==> src/gbn_pkg.sv <==
// Shared types and constants for the go-back-n link controller.
// Holds the event, result and link state records used by the step logic and the top level.
// No dependencies.
package gbn_pkg;

    localparam int SEQ_W       = 7;
    localparam int MAX_RESULTS = 3;
    localparam int RES_CNT_W   = 2;

    localparam logic [SEQ_W-1:0] MAX_SEQUENCE = 7'd127;

    typedef enum logic [2:0] {
        CMD_PKT_READY = 3'd0,
        CMD_PHY_READY = 3'd1,
        CMD_FRAME_RX  = 3'd2,
        CMD_DATA_TMO  = 3'd3,
        CMD_ACK_TMO   = 3'd4
    } t_cmd;

    typedef enum logic [2:0] {
        ACT_NONE        = 3'd0,
        ACT_SEND_DATA   = 3'd1,
        ACT_SEND_ACK    = 3'd2,
        ACT_DELIVER     = 3'd3,
        ACT_STOP_TIMERS = 3'd4
    } t_action;

    typedef enum logic [1:0] {
        ATMR_LEAVE = 2'd0,
        ATMR_START = 2'd1,
        ATMR_STOP  = 2'd2
    } t_ack_tmr;

    typedef struct packed {
        logic [SEQ_W-1:0] next_to_send;
        logic [SEQ_W-1:0] oldest_unacked;
        logic [SEQ_W-1:0] buffered_count;
        logic [SEQ_W-1:0] expected_receive;
        logic             link_ready;
    } t_link_state;

    typedef struct packed {
        logic [2:0]       command;
        logic             frame_good;
        logic             frame_is_data;
        logic [SEQ_W-1:0] frame_seq;
        logic [SEQ_W-1:0] ack_number;
    } t_event;

    typedef struct packed {
        t_action          action;
        logic [SEQ_W-1:0] seq_number;
        logic [SEQ_W-1:0] ack_value;
        logic [SEQ_W-1:0] timer_count;
        t_ack_tmr         ack_timer_cmd;
        logic             network_enable;
        logic             last;
    } t_result;

endpackage

==> src/gbn_step.sv <==
// Combinational event logic of the go-back-n link controller.
// Maps one event and the current link state to the next state and an ordered result list.
// Depends on gbn_pkg.
module gbn_step (
    input  gbn_pkg::t_event      i_evt,
    input  gbn_pkg::t_link_state i_state,
    output gbn_pkg::t_link_state o_state,
    output gbn_pkg::t_result     o_list [gbn_pkg::MAX_RESULTS],
    output logic [gbn_pkg::RES_CNT_W-1:0] o_num
);

    function automatic gbn_pkg::t_result mk_res(
        input gbn_pkg::t_action          action,
        input logic [gbn_pkg::SEQ_W-1:0] seq,
        input logic [gbn_pkg::SEQ_W-1:0] ack,
        input logic [gbn_pkg::SEQ_W-1:0] count,
        input gbn_pkg::t_ack_tmr         atmr
    );
        gbn_pkg::t_result r;
        r.action         = action;
        r.seq_number     = seq;
        r.ack_value      = ack;
        r.timer_count    = count;
        r.ack_timer_cmd  = atmr;
        r.network_enable = 1'b0;
        r.last           = 1'b0;
        return r;
    endfunction

    localparam logic [gbn_pkg::SEQ_W-1:0] SEQ_ONE  = 7'd1;
    localparam logic [gbn_pkg::SEQ_W-1:0] SEQ_ZERO = 7'd0;

    always_comb begin
        gbn_pkg::t_link_state st;
        gbn_pkg::t_result     p0;
        gbn_pkg::t_result     p1;
        gbn_pkg::t_result     ps;
        logic                 v0;
        logic                 v1;
        logic                 vs;
        logic [gbn_pkg::SEQ_W-1:0] ack_dist;
        logic [gbn_pkg::SEQ_W-1:0] k;
        logic [gbn_pkg::SEQ_W-1:0] upper;
        logic [gbn_pkg::SEQ_W-1:0] nts_dist;
        logic [gbn_pkg::RES_CNT_W-1:0] n;
        logic                 en;

        st       = i_state;
        p0       = mk_res(gbn_pkg::ACT_NONE, SEQ_ZERO, SEQ_ZERO, SEQ_ZERO, gbn_pkg::ATMR_LEAVE);
        p1       = p0;
        v0       = 1'b0;
        v1       = 1'b0;
        ack_dist = i_evt.ack_number - st.oldest_unacked;
        k        = ack_dist + SEQ_ONE;
        upper    = '0;
        nts_dist = '0;

        unique case (gbn_pkg::t_cmd'(i_evt.command))
            gbn_pkg::CMD_PKT_READY: begin
                if (st.buffered_count < gbn_pkg::MAX_SEQUENCE) begin
                    st.buffered_count = st.buffered_count + SEQ_ONE;
                    v0 = 1'b1;
                    p0 = mk_res(gbn_pkg::ACT_SEND_DATA, st.next_to_send,
                                st.expected_receive - SEQ_ONE, SEQ_ZERO, gbn_pkg::ATMR_STOP);
                    st.next_to_send = st.next_to_send + SEQ_ONE;
                    st.link_ready   = 1'b0;
                end
            end
            gbn_pkg::CMD_PHY_READY: begin
                st.link_ready = 1'b1;
            end
            gbn_pkg::CMD_FRAME_RX: begin
                if (i_evt.frame_good) begin
                    if (i_evt.frame_is_data) begin
                        v0 = 1'b1;
                        if (i_evt.frame_seq == st.expected_receive) begin
                            p0 = mk_res(gbn_pkg::ACT_DELIVER, i_evt.frame_seq,
                                        st.expected_receive - SEQ_ONE, SEQ_ZERO,
                                        gbn_pkg::ATMR_START);
                            st.expected_receive = st.expected_receive + SEQ_ONE;
                        end else begin
                            p0 = mk_res(gbn_pkg::ACT_NONE, SEQ_ZERO,
                                        st.expected_receive - SEQ_ONE, SEQ_ZERO,
                                        gbn_pkg::ATMR_START);
                        end
                    end
                    if (ack_dist < st.buffered_count) begin
                        v1 = 1'b1;
                        p1 = mk_res(gbn_pkg::ACT_STOP_TIMERS, st.oldest_unacked,
                                    st.expected_receive - SEQ_ONE, k, gbn_pkg::ATMR_LEAVE);
                        st.oldest_unacked = i_evt.ack_number + SEQ_ONE;
                        st.buffered_count = st.buffered_count - k;
                        upper    = st.oldest_unacked + st.buffered_count;
                        nts_dist = st.next_to_send - st.oldest_unacked;
                        if (st.next_to_send != upper && nts_dist >= st.buffered_count) begin
                            st.next_to_send = st.oldest_unacked;
                        end
                    end
                end
            end
            gbn_pkg::CMD_DATA_TMO: begin
                st.next_to_send = st.oldest_unacked;
                if (st.buffered_count != SEQ_ZERO) begin
                    v0 = 1'b1;
                    p0 = mk_res(gbn_pkg::ACT_STOP_TIMERS, st.oldest_unacked,
                                st.expected_receive - SEQ_ONE, st.buffered_count,
                                gbn_pkg::ATMR_LEAVE);
                end
            end
            gbn_pkg::CMD_ACK_TMO: begin
                v0 = 1'b1;
                p0 = mk_res(gbn_pkg::ACT_SEND_ACK, SEQ_ZERO, st.expected_receive - SEQ_ONE,
                            SEQ_ZERO, gbn_pkg::ATMR_STOP);
                st.link_ready = 1'b0;
            end
            default: begin
            end
        endcase

        vs = st.link_ready &&
             (st.next_to_send != st.oldest_unacked + st.buffered_count);
        ps = mk_res(gbn_pkg::ACT_SEND_DATA, st.next_to_send, st.expected_receive - SEQ_ONE,
                    SEQ_ZERO, gbn_pkg::ATMR_STOP);
        if (vs) begin
            st.next_to_send = st.next_to_send + SEQ_ONE;
            st.link_ready   = 1'b0;
        end

        en = (st.buffered_count < gbn_pkg::MAX_SEQUENCE) && st.link_ready;

        for (int i = 0; i < gbn_pkg::MAX_RESULTS; i++) begin
            o_list[i] = mk_res(gbn_pkg::ACT_NONE, SEQ_ZERO, st.expected_receive - SEQ_ONE,
                               SEQ_ZERO, gbn_pkg::ATMR_LEAVE);
        end
        n = '0;
        if (v0) begin
            o_list[n] = p0;
            n = n + 2'd1;
        end
        if (v1) begin
            o_list[n] = p1;
            n = n + 2'd1;
        end
        if (vs) begin
            o_list[n] = ps;
            n = n + 2'd1;
        end
        if (n == 2'd0) begin
            n = 2'd1;
        end
        for (int i = 0; i < gbn_pkg::MAX_RESULTS; i++) begin
            o_list[i].network_enable = en;
        end
        o_list[n - 2'd1].last = 1'b1;

        o_state = st;
        o_num   = n;
    end

endmodule

==> src/go_back_n_link_controller.sv <==
// Top level of the go-back-n link controller: input beat register, state, result queue.
// Depends on gbn_pkg and gbn_step.
//
// Usage:
//   Input channel (i_valid / o_stall) carries one link event per beat: packet ready,
//   physical ready, frame received with its check result and numbers, data timeout
//   or ack timeout.
//   Output channel (o_valid / i_stall) returns one to three result beats per event,
//   in order, with o_last on the final beat of each event.
//   An event is held in the input register, then loaded into the result queue,
//   whose head drives the outputs. Throughput: one result beat per cycle while
//   i_stall is low. The three-entry result queue reloads in the cycle its last
//   entry drains.
//   The input register takes the next event while results of the previous one drain.
//   Reset clears all sequence numbers, the buffered count and the link-ready flag
//   and empties both the input register and the result queue.
//   While i_stall is high the shown result holds; once the input register is full
//   and the queue cannot reload, o_stall rises.
module go_back_n_link_controller (
    input  logic                      i_clk,
    input  logic                      i_rst_n,
    input  logic                      i_valid,
    output logic                      o_stall,
    input  logic [2:0]                i_command,
    input  logic                      i_frame_good,
    input  logic                      i_frame_is_data,
    input  logic [gbn_pkg::SEQ_W-1:0] i_frame_seq,
    input  logic [gbn_pkg::SEQ_W-1:0] i_ack_number,
    output logic                      o_valid,
    input  logic                      i_stall,
    output logic [2:0]                o_action,
    output logic [gbn_pkg::SEQ_W-1:0] o_seq_number,
    output logic [gbn_pkg::SEQ_W-1:0] o_ack_value,
    output logic [gbn_pkg::SEQ_W-1:0] o_timer_count,
    output logic [1:0]                o_ack_timer_cmd,
    output logic                      o_network_enable,
    output logic                      o_last
);

    logic                          r_in_valid;
    gbn_pkg::t_event               r_evt;
    gbn_pkg::t_link_state          r_state;
    gbn_pkg::t_link_state          n_state;
    gbn_pkg::t_result              r_buf [gbn_pkg::MAX_RESULTS];
    gbn_pkg::t_result              n_list [gbn_pkg::MAX_RESULTS];
    logic [gbn_pkg::RES_CNT_W-1:0] r_cnt;
    logic [gbn_pkg::RES_CNT_W-1:0] n_num;
    logic                          pop;
    logic                          load;
    logic                          in_accept;

    gbn_step u_step (
        .i_evt   (r_evt),
        .i_state (r_state),
        .o_state (n_state),
        .o_list  (n_list),
        .o_num   (n_num)
    );

    assign pop       = o_valid && !i_stall;
    assign load      = r_in_valid && ((r_cnt == 2'd0) || (r_cnt == 2'd1 && pop));
    assign o_stall   = r_in_valid && !load;
    assign in_accept = i_valid && !o_stall;

    always_ff @(posedge i_clk) begin
        if (!i_rst_n) begin
            r_in_valid <= 1'b0;
            r_state    <= '0;
            r_cnt      <= '0;
        end else begin
            if (in_accept) begin
                r_in_valid <= 1'b1;
            end else if (load) begin
                r_in_valid <= 1'b0;
            end
            if (load) begin
                r_state <= n_state;
                r_cnt   <= n_num;
            end else if (pop) begin
                r_cnt <= r_cnt - 2'd1;
            end
        end
    end

    always_ff @(posedge i_clk) begin
        if (in_accept) begin
            r_evt.command       <= i_command;
            r_evt.frame_good    <= i_frame_good;
            r_evt.frame_is_data <= i_frame_is_data;
            r_evt.frame_seq     <= i_frame_seq;
            r_evt.ack_number    <= i_ack_number;
        end
        if (load) begin
            r_buf <= n_list;
        end else if (pop) begin
            r_buf[0] <= r_buf[1];
            r_buf[1] <= r_buf[2];
        end
    end

    assign o_valid          = (r_cnt != 2'd0);
    assign o_action         = r_buf[0].action;
    assign o_seq_number     = r_buf[0].seq_number;
    assign o_ack_value      = r_buf[0].ack_value;
    assign o_timer_count    = r_buf[0].timer_count;
    assign o_ack_timer_cmd  = r_buf[0].ack_timer_cmd;
    assign o_network_enable = r_buf[0].network_enable;
    assign o_last           = r_buf[0].last;

endmodule

==> config.mk <==
export PLATFORM = sky130hd
export DESIGN_NAME = go_back_n_link_controller
export DESIGN_NICKNAME = d
export VERILOG_FILES = /design/src/gbn_pkg.sv /design/src/gbn_step.sv /design/src/go_back_n_link_controller.sv
export SDC_FILE = /design/constraint.sdc
export NUM_CORES = 1
export LEC_CHECK = 0
export BUFFER_PORTS_ARGS = -buffer_cell sky130_fd_sc_hd__buf_2
export CAP_MARGIN = 20
export CORE_UTILIZATION = 45
export DETAILED_ROUTE_END_ITERATION = 12
export HOLD_SLACK_MARGIN = 0.08
export MAX_ROUTING_LAYER = met4
export PLACE_DENSITY = 0.61
export SLEW_MARGIN = 30
export SYNTH_ARGS = -nofsm -noshare
export SYNTH_HDL_FRONTEND = slang
export SYNTH_SLANG_ARGS = --single-unit
export TNS_END_PERCENT = 30
==> constraint.sdc <==
create_clock -name i_clk -period 11.5 [get_ports i_clk]
set_clock_uncertainty 0.15 [all_clocks]
set_input_delay 0.575 -clock i_clk [delete_from_list [all_inputs] [get_ports i_clk]]
set_output_delay 0.575 -clock i_clk [all_outputs]
set_load 0.01 [all_outputs]
==> summary.md <==
| Metric | Value |
|---|---|
| Worst setup SP type | `flip-flop` |
| Final setup violation count | `0` |
| R2R depth | `31` |
| Pre-CTS setup slack | `2890 ps` |
| Core Box Area | `20200 um2` |
| Gr usage total | `0.263` |
| Slowest stage cell on the critical path | `inv_1` |
| Sequential fraction of the synthesis area | `0.359` |
| Slew @ Worst Pin | `895 ps` |
| Synth top cells by count | `nand2_1 (123), nor2_1 (90), edfxtp_1 (89), a21oi_1 (80), inv_1 (65)` |
| DR WL/cell | `19.7 um` |
| Maximum VDD drop | `108 uV` |
| Synth area leader | `edfxtp_1` |
| # nets final | `1135` |
| # Post-CTS Setup Buffers | `0` |
| Synthesized flop and latch total | `121` |
| Final Critical Period | `8750 ps` |
| Util after Layout | `0.499` |
| Hold Path Class | `input port to flip-flop` |
| Setup TNS Final | `0 ps` |
| CP max FO | `25` |
| CTS Buf Count | `17` |
| WP data required | `11540 ps` |
| Area grow syn2layout | `9.06%` |
| CP max stage delay | `700 ps` |
| Row count | `52` |
| Layout cells sized above 1 | `0.108` |
| Async set or reset register ratio after synthesis | `0` |
| RSZ-0062 raised after global routing | `false` |
| Initial antenna violation count | `0` |
| Root buf cell | `clkbuf_16` |
| CTS H-tree depth | `4` |
| Total grt overflow | `0` |
| Worst hold endpoint | `r_evt[13]` |
| Reg-to-Reg End | `r_buf[49]` |
| Diodes inserted | `0` |
| Clock transition at path regs | `60 ps` |
| Post-placement cell area | `9480 um2` |
| Ports | `53` |
| Initial DRC count | `1016` |
| Reg2reg setup slack | `2750 ps` |
| Top post-synthesis cells by area | `edfxtp_1 (29%), ha_1 (8.1%), dfxtp_1 (6.9%), xnor2_1 (5.3%), nand2_1 (5.0%)` |
| Hold depth | `1` |
| Leakage | `3.91 nW` |
| CTS tree | `built` |
| Port Buffer Count | `52` |
| Final WS setup | `2750 ps` |
| CP arrival | `8790 ps` |
| Yosys top cell area share | `0.290` |
| Via count | `7780` |
| Cells after Synth | `1046` |
| Syn avg cell area | `8.82 um2` |
| Max Slew Vio Count | `0` |
| WS Path Type | `flip-flop to flip-flop` |
| Clock Sinks | `121` |
| Top FF cell, synth | `edfxtp_1` |
| Power Dens Cells | `172 nW/um2` |
| Initial core utilization | `0.457` |
| Post-Syn Area | `9220 um2` |
| Hold violation total from the final report | `0` |
| Yosys cell types | `82` |
| YS warnings | `0` |
| Die width | `145 um` |
| Number of synthesized flops with an enable pin | `89` |
| Peak Freq | `114 MHz` |
| Final WL | `26200 um` |
| Hold_sp | `i_frame_seq[6]` |
| Status | `completed` |
| Die area | `21100 um2` |
| DR vias/cell | `5.85` |
| Vias in the first global route | `7243` |
| Post-Layout Cell Count | `1329` |
| Worst-Skew Late Latency | `430 ps` |
| Critical path endpoint category | `flip-flop` |
| Slew HR | `0.403` |
| Placed instance count | `1297` |
| Maximum clock path buffer count | `2` |
| Final Cell Area | `10100 um2` |
| Tot Pwr | `1.73 mW` |
| Worst r2r src | `r_evt[0]` |
| Period Utilization, post-route | `0.761` |
| Largest net degree at the start of global routing | `67` |
| Max-Cap Viols | `0` |
| HPWL Detailed | `19000 um` |
| Post-route ant nets | `0` |
| Final GP Congestion | `0.968` |
| Post-Syn Nets | `1135` |
| Hold slack | `164 ps` |
| First-pass GRT wire length | `41400 um` |
| Die Span Y | `145 um` |
| Most common cell on crit path | `inv_1` |
| Drt drc | `0` |
| Most frequent cell after synthesis | `nand2_1` |
| # resized after CTS | `0` |
| DRT Pass-1 Iters | `8` |
| Hold buffer count at CTS | `0` |
-- registers in the layout (all words and copies together), names as in the netlist --
| signal | count |
|---|---|
| r_buf | 42 |
| o_last | 1 |
| r_in_valid | 1 |
| r_cnt | 2 |
| r_state | 29 |
| o_action | 3 |
| o_seq_number | 7 |
| o_timer_count | 7 |
| r_evt | 19 |
| o_ack_value | 7 |
| o_network_enable | 1 |
| o_ack_timer_cmd | 2 |
-- worst max-delay path: cells and delay by family, from the launching register on --
kind	cells	cell delay (ps)
compound gates	11	2910
simple gates	8	1780
buf+inv	5	1110
fa+ha+maj	4	1060
xor+xnor	2	570
flops	1	470
mux	1	430
-- logic make-up (layout without fill, tap and decap cells) --
group	after synthesis	count (layout)	synth area share
adder cells (fa/ha/maj)	66	66	0.0944
flip-flops	121	121	0.359
AND/OR/NAND/NOR	353	353	0.181
multiplexers	17	17	0.0212
XOR/XNOR	88	88	0.0868
buffers and inverters	144	157	0.0718
AO/OA/AOI/OAI	257	257	0.185
-- layout by cell type, fill, tap and decap left out, types with 17 or more instances in the layout --
cell,instances
inv_1,64
nand2_1,123
xor2_1,30
buf_2,52
nand3_1,28
nand4_1,17
o21ai_0,39
clkbuf_16,17
nor3_1,20
nor2_1,89
a21oi_1,80
ha_1,60
xnor2_1,56
edfxtp_1,89
dfxtp_1,32
a31oi_1,20
-- report_power, final --
| group | internal (mW) | switching, mW |
|---|---|---|
| combinational | 0.229 | 0.385 |
| clock | 0.288 | 0.242 |
| sequential | 0.552 | 0.0383 |
| total | 1.07 | 0.665 |
-- how the worst max path moves through the flow --
stage                            to  cells past startpoint      from  slack (ps)
after global routing      r_buf[49]                     30  r_evt[0]        2240
after detailed placement  r_buf[49]                     31  r_evt[0]        2890
after CTS                 r_buf[49]                     31  r_evt[0]        2860
after global placement    r_buf[49]                     30  r_evt[0]        3020
after floorplan            r_cnt[0]                     32  r_evt[0]        4740
final                     r_buf[49]                     31  r_evt[0]        2750
-- cell type report --
cell class,count,area (um2)
Clock buffer,17,425
Fill cell,1945,10100
Inverter,67,251
Multi-Input combinational cell,781,5270
Timing Repair Buffer,58,305
Sequential cell,121,3310
Tap cell,270,338
Clock inverter,15,154
-- metal layers --
| layer | part of all wire | track usage | vias to the layer above |
|---|---|---|---|
| met1 | 0.49 | 0.386 | 3664 |
| met2 | 0.42 | 0.369 | 328 |
| met4 | 0.021 | 0.0795 | 0 |
| met5 | 0 | - | - |
| met3 | 0.073 | 0.0403 | 49 |
| li1 | - | - | 3739 |
(Power assumes the default switching activity.)
